File: config.mk
export PLATFORM = sky130hd
export DESIGN_NAME = byte_fifo_with_message_detect
export DESIGN_NICKNAME = d
export VERILOG_FILES = /design/src/rtl/bfmd_pkg.sv /design/src/rtl/bfmd_ram.sv /design/src/rtl/byte_fifo_with_message_detect.sv
export VERILOG_INCLUDE_DIRS = /design/src /design/src/rtl
export SDC_FILE = /design/constraint.sdc
export NUM_CORES = 2
export LEC_CHECK = 0
export ABC_CLOCK_PERIOD_IN_PS = 6600
export BUFFER_PORTS_ARGS = -buffer_cell sky130_fd_sc_hd__buf_2
export CAP_MARGIN = 20
export CORE_MARGIN = 10
export CORE_UTILIZATION = 50
export CTS_CLUSTER_DIAMETER = 80
export DETAILED_ROUTE_END_ITERATION = 10
export GPL_ROUTABILITY_DRIVEN = 0
export HOLD_SLACK_MARGIN = 0.03
export PLACE_DENSITY = 0.63
export SETUP_SLACK_MARGIN = 0.15
export SLEW_MARGIN = 20
export SYNTH_ARGS = -nofsm -noshare
export SYNTH_HDL_FRONTEND = slang
export SYNTH_SLANG_ARGS = --single-unit
File: constraint.sdc
create_clock -name clk -period 6.6 [get_ports clk]
set_clock_uncertainty 0.1 [all_clocks]
set_input_delay 1.98 -clock clk [delete_from_list [all_inputs] [get_ports clk]]
set_output_delay 1.98 -clock clk [all_outputs]
set_load 0.005 [all_outputs]
File: src/rtl/byte_fifo_with_message_detect_macros.svh
// Assertion macros used by the byte FIFO top level.
`ifndef BYTE_FIFO_WITH_MESSAGE_DETECT_MACROS_SVH
`define BYTE_FIFO_WITH_MESSAGE_DETECT_MACROS_SVH

// The condition holds in the same cycle as the trigger.
`define BFMD_ASSERT_SAME(label, trig, cond, msg) \
    label: assert property (@(posedge clk) disable iff (!rst_n) (trig) |-> (cond)) \
        else $error(msg);

// The condition holds in the cycle after the trigger.
`define BFMD_ASSERT_NEXT(label, trig, cond, msg) \
    label: assert property (@(posedge clk) disable iff (!rst_n) (trig) |=> (cond)) \
        else $error(msg);

`endif

File: src/rtl/bfmd_pkg.sv
// Types and constants shared by the byte FIFO with message detection.
`timescale 1ns / 1ps

package bfmd_pkg;

    // Command codes carried by each input word.
    typedef enum logic [1:0] {
        CMD_PUT   = 2'd0,
        CMD_GET   = 2'd1,
        CMD_CLEAR = 2'd2
    } cmd_t;

    // Error codes reported with each result word.
    typedef enum logic [1:0] {
        ERR_OK    = 2'd0,
        ERR_FULL  = 2'd1,
        ERR_EMPTY = 2'd2
    } err_t;

    // Configuration register indexes.
    localparam logic [1:0] REG_CAPACITY = 2'd0;
    localparam logic [1:0] REG_START_A  = 2'd1;
    localparam logic [1:0] REG_START_B  = 2'd2;
    localparam logic [1:0] REG_END      = 2'd3;

    // Register widths and reset values.
    localparam int CFG_W = 9;
    localparam int BYTE_W = 8;
    localparam logic [CFG_W-1:0]  CAPACITY_RST = 9'd256;
    localparam logic [BYTE_W-1:0] START_A_RST  = 8'd36;
    localparam logic [BYTE_W-1:0] START_B_RST  = 8'd33;
    localparam logic [BYTE_W-1:0] END_RST      = 8'd10;

endpackage

File: src/rtl/bfmd_ram.sv
// Generic single-clock RAM with one write port and one registered read port.
`timescale 1ns / 1ps

module bfmd_ram #(
    parameter int WIDTH = 8,
    parameter int DEPTH = 256
) (
    input  logic                     clk,
    input  logic                     we,
    input  logic [$clog2(DEPTH)-1:0] waddr,
    input  logic [WIDTH-1:0]         wdata,
    input  logic                     re,
    input  logic [$clog2(DEPTH)-1:0] raddr,
    output logic [WIDTH-1:0]         rdata
);

    logic [WIDTH-1:0] mem [DEPTH];

    // Write and registered read; contents have no reset.
    always_ff @(posedge clk)
    begin
        if (we)
        begin
            mem[waddr] <= wdata;
        end
        if (re)
        begin
            rdata <= mem[raddr];
        end
    end

endmodule

File: src/rtl/byte_fifo_with_message_detect.sv
// Top level of the circular byte FIFO with sentence detection.
// The result strobe follows the command once the scan has finished; a new command is taken
// only while idle, so busy holds off the next one until then. The scan walks the stored bytes
// through the single read port and stops at the first end character or after the last byte.
// Reset clears pointers, count and control and restores the register defaults;
// the byte store is not cleared. The receiver cannot stall the result strobe.
`timescale 1ns / 1ps
`include "byte_fifo_with_message_detect_macros.svh"

module byte_fifo_with_message_detect #(
    parameter int DEPTH = 256
) (
    input  logic       clk,
    input  logic       rst_n,
    input  logic       start,
    output logic       busy,
    input  logic [1:0] cmd,
    input  logic [7:0] data_in,
    output logic       result_valid,
    output logic       done_res,
    output logic [1:0] error_code,
    output logic [7:0] data_out,
    output logic [8:0] fill_level,
    output logic       has_message,
    input  logic       cfg_write,
    input  logic [1:0] cfg_index,
    input  logic [8:0] cfg_data
);

    localparam int AW = $clog2(DEPTH);
    localparam int CW = ($clog2(DEPTH + 1) < 9) ? $clog2(DEPTH + 1) : 9;
    localparam int XW = ((AW + 1) > CW) ? (AW + 1) : CW;

    typedef enum logic {
        ST_IDLE,
        ST_SCAN
    } state_t;

    // Pointer step with wrap at the effective capacity.
    function automatic logic [AW-1:0] adv(input logic [AW-1:0] p, input logic [CW-1:0] c);
        logic [XW-1:0] n;
        n = XW'(p) + XW'(1);
        if (n >= XW'(c))
        begin
            adv = '0;
        end
        else
        begin
            adv = n[AW-1:0];
        end
    endfunction

    // Configuration registers.
    logic [8:0] cap_reg;
    logic [7:0] start_a_reg;
    logic [7:0] start_b_reg;
    logic [7:0] end_reg;

    always_ff @(posedge clk or negedge rst_n)
    begin
        if (!rst_n)
        begin
            cap_reg     <= bfmd_pkg::CAPACITY_RST;
            start_a_reg <= bfmd_pkg::START_A_RST;
            start_b_reg <= bfmd_pkg::START_B_RST;
            end_reg     <= bfmd_pkg::END_RST;
        end
        else if (cfg_write)
        begin
            case (cfg_index)
                bfmd_pkg::REG_CAPACITY: cap_reg     <= cfg_data;
                bfmd_pkg::REG_START_A:  start_a_reg <= cfg_data[7:0];
                bfmd_pkg::REG_START_B:  start_b_reg <= cfg_data[7:0];
                bfmd_pkg::REG_END:      end_reg     <= cfg_data[7:0];
                default: ;
            endcase
        end
    end

    // Effective capacity: zero acts as one, anything above the store depth as the depth.
    logic [CW-1:0] cap_eff;

    always_comb
    begin
        if (cap_reg == 9'd0)
        begin
            cap_eff = CW'(1);
        end
        else if (32'(cap_reg) > DEPTH)
        begin
            cap_eff = CW'(DEPTH);
        end
        else
        begin
            cap_eff = cap_reg[CW-1:0];
        end
    end

    // Byte store.
    logic          mem_we;
    logic [AW-1:0] mem_waddr;
    logic [7:0]    mem_wdata;
    logic          mem_re;
    logic [AW-1:0] mem_raddr;
    logic [7:0]    mem_rdata;

    bfmd_ram #(
        .WIDTH (8),
        .DEPTH (DEPTH)
    ) u_store (
        .clk   (clk),
        .we    (mem_we),
        .waddr (mem_waddr),
        .wdata (mem_wdata),
        .re    (mem_re),
        .raddr (mem_raddr),
        .rdata (mem_rdata)
    );

    // Control state and registered results.
    state_t          state_reg, state_next;
    logic [AW-1:0]   rp_reg, rp_next;
    logic [AW-1:0]   wp_reg, wp_next;
    logic [CW-1:0]   count_reg, count_next;
    logic [AW-1:0]   scan_addr_reg, scan_addr_next;
    logic [CW-1:0]   scan_left_reg, scan_left_next;
    logic            rd_pend_reg, rd_pend_next;
    logic            get_pend_reg, get_pend_next;
    logic            seen_reg, seen_next;
    logic            done_reg, done_next;
    bfmd_pkg::err_t  err_reg, err_next;
    logic [7:0]      dout_reg, dout_next;
    logic [8:0]      level_reg, level_next;
    logic            msg_reg, msg_next;
    logic            valid_reg, valid_next;
    logic            finish;
    logic            finish_msg;

    always_comb
    begin
        state_next     = state_reg;
        rp_next        = rp_reg;
        wp_next        = wp_reg;
        count_next     = count_reg;
        scan_addr_next = scan_addr_reg;
        scan_left_next = scan_left_reg;
        rd_pend_next   = rd_pend_reg;
        get_pend_next  = get_pend_reg;
        seen_next      = seen_reg;
        done_next      = done_reg;
        err_next       = err_reg;
        dout_next      = dout_reg;
        level_next     = level_reg;
        msg_next       = msg_reg;
        valid_next     = 1'b0;
        mem_we         = 1'b0;
        mem_waddr      = wp_reg;
        mem_wdata      = data_in;
        mem_re         = 1'b0;
        mem_raddr      = scan_addr_reg;
        finish         = 1'b0;
        finish_msg     = 1'b0;

        case (state_reg)
            ST_IDLE:
            begin
                // Carry out the command, then scan the new contents.
                if (start)
                begin
                    done_next     = 1'b0;
                    err_next      = bfmd_pkg::ERR_OK;
                    dout_next     = 8'd0;
                    get_pend_next = 1'b0;
                    case (bfmd_pkg::cmd_t'(cmd))
                        bfmd_pkg::CMD_PUT:
                        begin
                            if (count_reg < cap_eff)
                            begin
                                mem_we     = 1'b1;
                                wp_next    = adv(wp_reg, cap_eff);
                                count_next = count_reg + CW'(1);
                                done_next  = 1'b1;
                            end
                            else
                            begin
                                err_next = bfmd_pkg::ERR_FULL;
                            end
                        end
                        bfmd_pkg::CMD_GET:
                        begin
                            if (count_reg != '0)
                            begin
                                mem_re        = 1'b1;
                                mem_raddr     = rp_reg;
                                rp_next       = adv(rp_reg, cap_eff);
                                count_next    = count_reg - CW'(1);
                                done_next     = 1'b1;
                                get_pend_next = 1'b1;
                            end
                            else
                            begin
                                err_next = bfmd_pkg::ERR_EMPTY;
                            end
                        end
                        bfmd_pkg::CMD_CLEAR:
                        begin
                            rp_next    = '0;
                            wp_next    = '0;
                            count_next = '0;
                            done_next  = 1'b1;
                        end
                        default: ;
                    endcase
                    scan_addr_next = rp_next;
                    scan_left_next = count_next;
                    rd_pend_next   = 1'b0;
                    seen_next      = 1'b0;
                    state_next     = ST_SCAN;
                end
            end
            ST_SCAN:
            begin
                // The byte removed by a get arrives in the first scan cycle.
                if (get_pend_reg)
                begin
                    dout_next     = mem_rdata;
                    get_pend_next = 1'b0;
                end
                // Examine the byte read in the previous cycle.
                if (rd_pend_reg)
                begin
                    if (mem_rdata == end_reg)
                    begin
                        finish     = 1'b1;
                        finish_msg = seen_reg;
                    end
                    else if (mem_rdata == start_a_reg || mem_rdata == start_b_reg)
                    begin
                        seen_next = 1'b1;
                    end
                end
                // Issue the next read, or stop when every stored byte has been seen.
                rd_pend_next = 1'b0;
                if (!finish)
                begin
                    if (scan_left_reg != '0)
                    begin
                        mem_re         = 1'b1;
                        mem_raddr      = scan_addr_reg;
                        scan_addr_next = adv(scan_addr_reg, cap_eff);
                        scan_left_next = scan_left_reg - CW'(1);
                        rd_pend_next   = 1'b1;
                    end
                    else
                    begin
                        finish     = 1'b1;
                        finish_msg = 1'b0;
                    end
                end
                if (finish)
                begin
                    level_next = 9'(count_reg);
                    msg_next   = finish_msg;
                    valid_next = 1'b1;
                    state_next = ST_IDLE;
                end
            end
            default:
            begin
                state_next = ST_IDLE;
            end
        endcase
    end

    always_ff @(posedge clk or negedge rst_n)
    begin
        if (!rst_n)
        begin
            state_reg     <= ST_IDLE;
            rp_reg        <= '0;
            wp_reg        <= '0;
            count_reg     <= '0;
            scan_addr_reg <= '0;
            scan_left_reg <= '0;
            rd_pend_reg   <= 1'b0;
            get_pend_reg  <= 1'b0;
            seen_reg      <= 1'b0;
            valid_reg     <= 1'b0;
            done_reg      <= 1'b0;
            err_reg       <= bfmd_pkg::ERR_OK;
            dout_reg      <= 8'd0;
            msg_reg       <= 1'b0;
            level_reg     <= 9'd0;
        end
        else
        begin
            state_reg     <= state_next;
            rp_reg        <= rp_next;
            wp_reg        <= wp_next;
            count_reg     <= count_next;
            scan_addr_reg <= scan_addr_next;
            scan_left_reg <= scan_left_next;
            rd_pend_reg   <= rd_pend_next;
            get_pend_reg  <= get_pend_next;
            seen_reg      <= seen_next;
            valid_reg     <= valid_next;
            done_reg      <= done_next;
            err_reg       <= err_next;
            dout_reg      <= dout_next;
            msg_reg       <= msg_next;
            level_reg     <= level_next;
        end
    end

    // Output ports.
    assign busy         = (state_reg != ST_IDLE);
    assign result_valid = valid_reg;
    assign done_res     = done_reg;
    assign error_code   = err_reg;
    assign data_out     = dout_reg;
    assign fill_level   = level_reg;
    assign has_message  = msg_reg;

    // Checks on the command sequencer.
    `BFMD_ASSERT_NEXT(a_accept_busy, start && !busy, busy, "accepted command did not start work")
    `BFMD_ASSERT_SAME(a_strobe_idle, valid_reg, state_reg == ST_IDLE, "result strobe while busy")
    `BFMD_ASSERT_NEXT(a_strobe_single, valid_reg, !valid_reg, "result strobe longer than one cycle")
    `BFMD_ASSERT_SAME(a_done_no_error, valid_reg && done_reg, err_reg == bfmd_pkg::ERR_OK, "done with error code")
    `BFMD_ASSERT_SAME(a_msg_not_empty, valid_reg && msg_reg, level_reg != 9'd0, "message flagged in empty FIFO")

endmodule

==> metrics.txt <==
Hold Crit Depth 2; port bufs between 40 and 50; Syn Area/Cell 14.1 um2; synthesized flop and latch total 2157; clk_lat worst skew 870 ps; Final setup viols 0; Iter 0 DRT Violations 7999; RSZ-0062 raised after global routing false; Synth area leaders edfxtp_1, nand2_1, dfrtp_1; I/O pins 48; dpl hpwl 178 mm; Fillers between 10000 and 15000; utilization after layout 0.572; global-route wire length before repair 396 mm; gr ovfl total 0; clk slew on worst S/H paths 60 ps; post_cts resized 0; CTS tree yes; row count about 150; cell taking the most area after synthesis edfxtp_1; Yosys Warn Count 0; worst hold path endpoint has_message; hold buffers post-CTS 0; Crit. End Element register; reg2reg start count_reg[0]; Setup Fix Bufs, Post-CTS 0; max reg flops between 2000 and 2500; # nets final 6493; Worst R2R Path Depth 13; Syn Nets ~6300; starting density of the core 0.503; Period Utilization, post-route 0.949; Largest Register u_store.mem; post-route ant nets 0; worst slew pin tran 1440 ps; Core Area 0.174 mm2; Main synth FF type edfxtp_1; cells along the critical path buf_2 > inv_1 > ha_1 > nand3b_1 > a21o_2 > a21oi_4 > buf_12 > buf_12 > buf_4 > mux4_2 > a2111oi_0 > a2111oi_0 > a31oi_1 > o221ai_1; vias 56900; crit-path max FO 29; Max Clock Freq 160 MHz; Die W 439 um; vias in the first global route 54000; Cells after Synth 6210; worst reg2reg endpoint u_store.rdata[6]; total of max-cap violations 1; drt first pass iters 9; max incr delay on CP around 1300 ps; R2R Setup Slk 860 ps; Netlist cell types 72; critical path data arrival time 6740 ps; share of cells above drive strength 1 0.134; Hold Violations, Final 0; All-Layer GR Usage 0.283; CTS Buffer Depth 3; Worst EP required 7080 ps; CP max stage cell a2111oi_0; CTS H-Tree Depth 4; Peak VDD IR 0.000295 V; Remaining DRCs 0; commonest cells after routing, fill and taps aside edfxtp_1, nand2_1, nor2_1; post-DR vias/cell approximately 6.4; Max transition margin 0.0141; Design Power around 40 mW; failing checks max-capacitance violations; post-synth top area share 0.705; sequential element share of the synthesized area 0.734; number of flops mapped to enable cells by yosys 2056; clock buffer count from CTS 213; Setup CP Type in -> reg; Sum Neg Setup Slack 0 ps; commonest non-fill, non-tap cell in the layout edfxtp_1; post-DR wirelength/cell between 30 and 40 um; pwr dens roughly 400 mW/mm2; status finished with violations; Die H 439 um; P_leak 33.7 nW; die area 0.192 mm2; final WL between 200 and 300 mm; Hold Crit Start has_message; Async SR Flop Fraction 0.0468; Final Critical Period 6260 ps; post-placement cell count 8528; Final Max Tran Viols 0; pin count of the biggest net entering global routing 165; Mapped Area 0.0876 mm2; element type at the critical path start input port; initial antenna violation count 11; HP Class reg -> reg; clk sinks 2157; final std cells w/o fill 8939; root buf cell clkbuf_16; area delta synth->final 13.6%
-- through the flow --
step | setup slack, ps | instance area (um2) | hold slack [ps]
6_report | 339 | 99500 | 362
2_1_floorplan | 1600 | 87600 | 349
5_1_grt | 603 | 99500 | 411
3_3_place_gp | 48.9 | 92200 | 348
4_1_cts | 808 | 99500 | 370
3_5_place_dp | -75.0 | 92200 | 356
-- cells in the mapped netlist, types with 49 or more instances --
library cell / count
o21ai_0: 95
a21oi_1: 255
nor2_1: 340
edfxtp_1: 2056
mux2_2: 56
buf_2: 172
a32oi_1: 108
mux2i_1: 192
clkbuf_1: 129
and3_1: 68
mux4_2: 94
a22oi_1: 57
nand2_1: 1417
nor3_1: 63
a31oi_1: 107
nand3_1: 312
ha_1: 49
dfrtp_1: 94
-- power breakdown --
part	switching, mW	leakage, nW	internal [mW]	total [mW]
combinational	8.30	10.5	3.94	12.2
clock	5.33	3.51	7.24	12.6
sequential	0.413	19.7	15.2	15.6
-- how the worst max path moves through the flow --
| stage | from | endpoint | slack (ps) | cells past startpoint |
|---|---|---|---|---|
| floorplan | cmd[1] | u_store.rdata[2] | 1600 | 14 |
| global placement | cmd[1] | u_store.rdata[6] | 50 | 14 |
| CTS | cmd[1] | u_store.rdata[6] | 810 | 14 |
| finish | cmd[1] | u_store.rdata[6] | 340 | 14 |
| global route | cmd[1] | u_store.rdata[6] | 600 | 14 |
| detailed placement | cmd[1] | u_store.rdata[6] | -70 | 14 |
-- cell families after synthesis --
| group | share of synthesized area |
|---|---|
| simple gates | 0.110 |
| flops | 0.734 |
| compound gates | 0.0690 |
| buf+inv | 0.0216 |
| mux | 0.0533 |
| fa+ha+maj | 0.00700 |
| xor+xnor | 0.00480 |
-- cell type report --
cell class                      instances  area (um2)  area share
Sequential cell                      2157       64300       0.646
Antenna cell                            9        22.5    0.000226
Clock buffer                          252        5550      0.0558
Multi-Input combinational cell       3650       21600       0.217
Tap cell                             2325        2910      0.0292
Clock inverter                        149        1670      0.0167
Timing Repair Buffer                  371        3370      0.0338
Inverter                               26        97.6    0.000981
-- routing by layer --
metal | global-route usage | vias to the layer above | part of all wire
li1 | - | 23900 | -
met1 | 0.382 | 28700 | 0.38
met2 | 0.417 | 3613 | 0.44
met3 | 0.0885 | 689 | 0.12
met4 | 0.132 | 20 | 0.054
met5 | 0.00595 | - | 0.00098
-- critical path, delay by kind of cell --
family / cells / cell delay [ps]
compound gates: 6 / 2710
simple gates: 1 / 180
buf+inv: 5 / 930
mux: 1 / 630
fa+ha+maj: 1 / 260
Note: power is estimated with default switching activity, not from simulation.
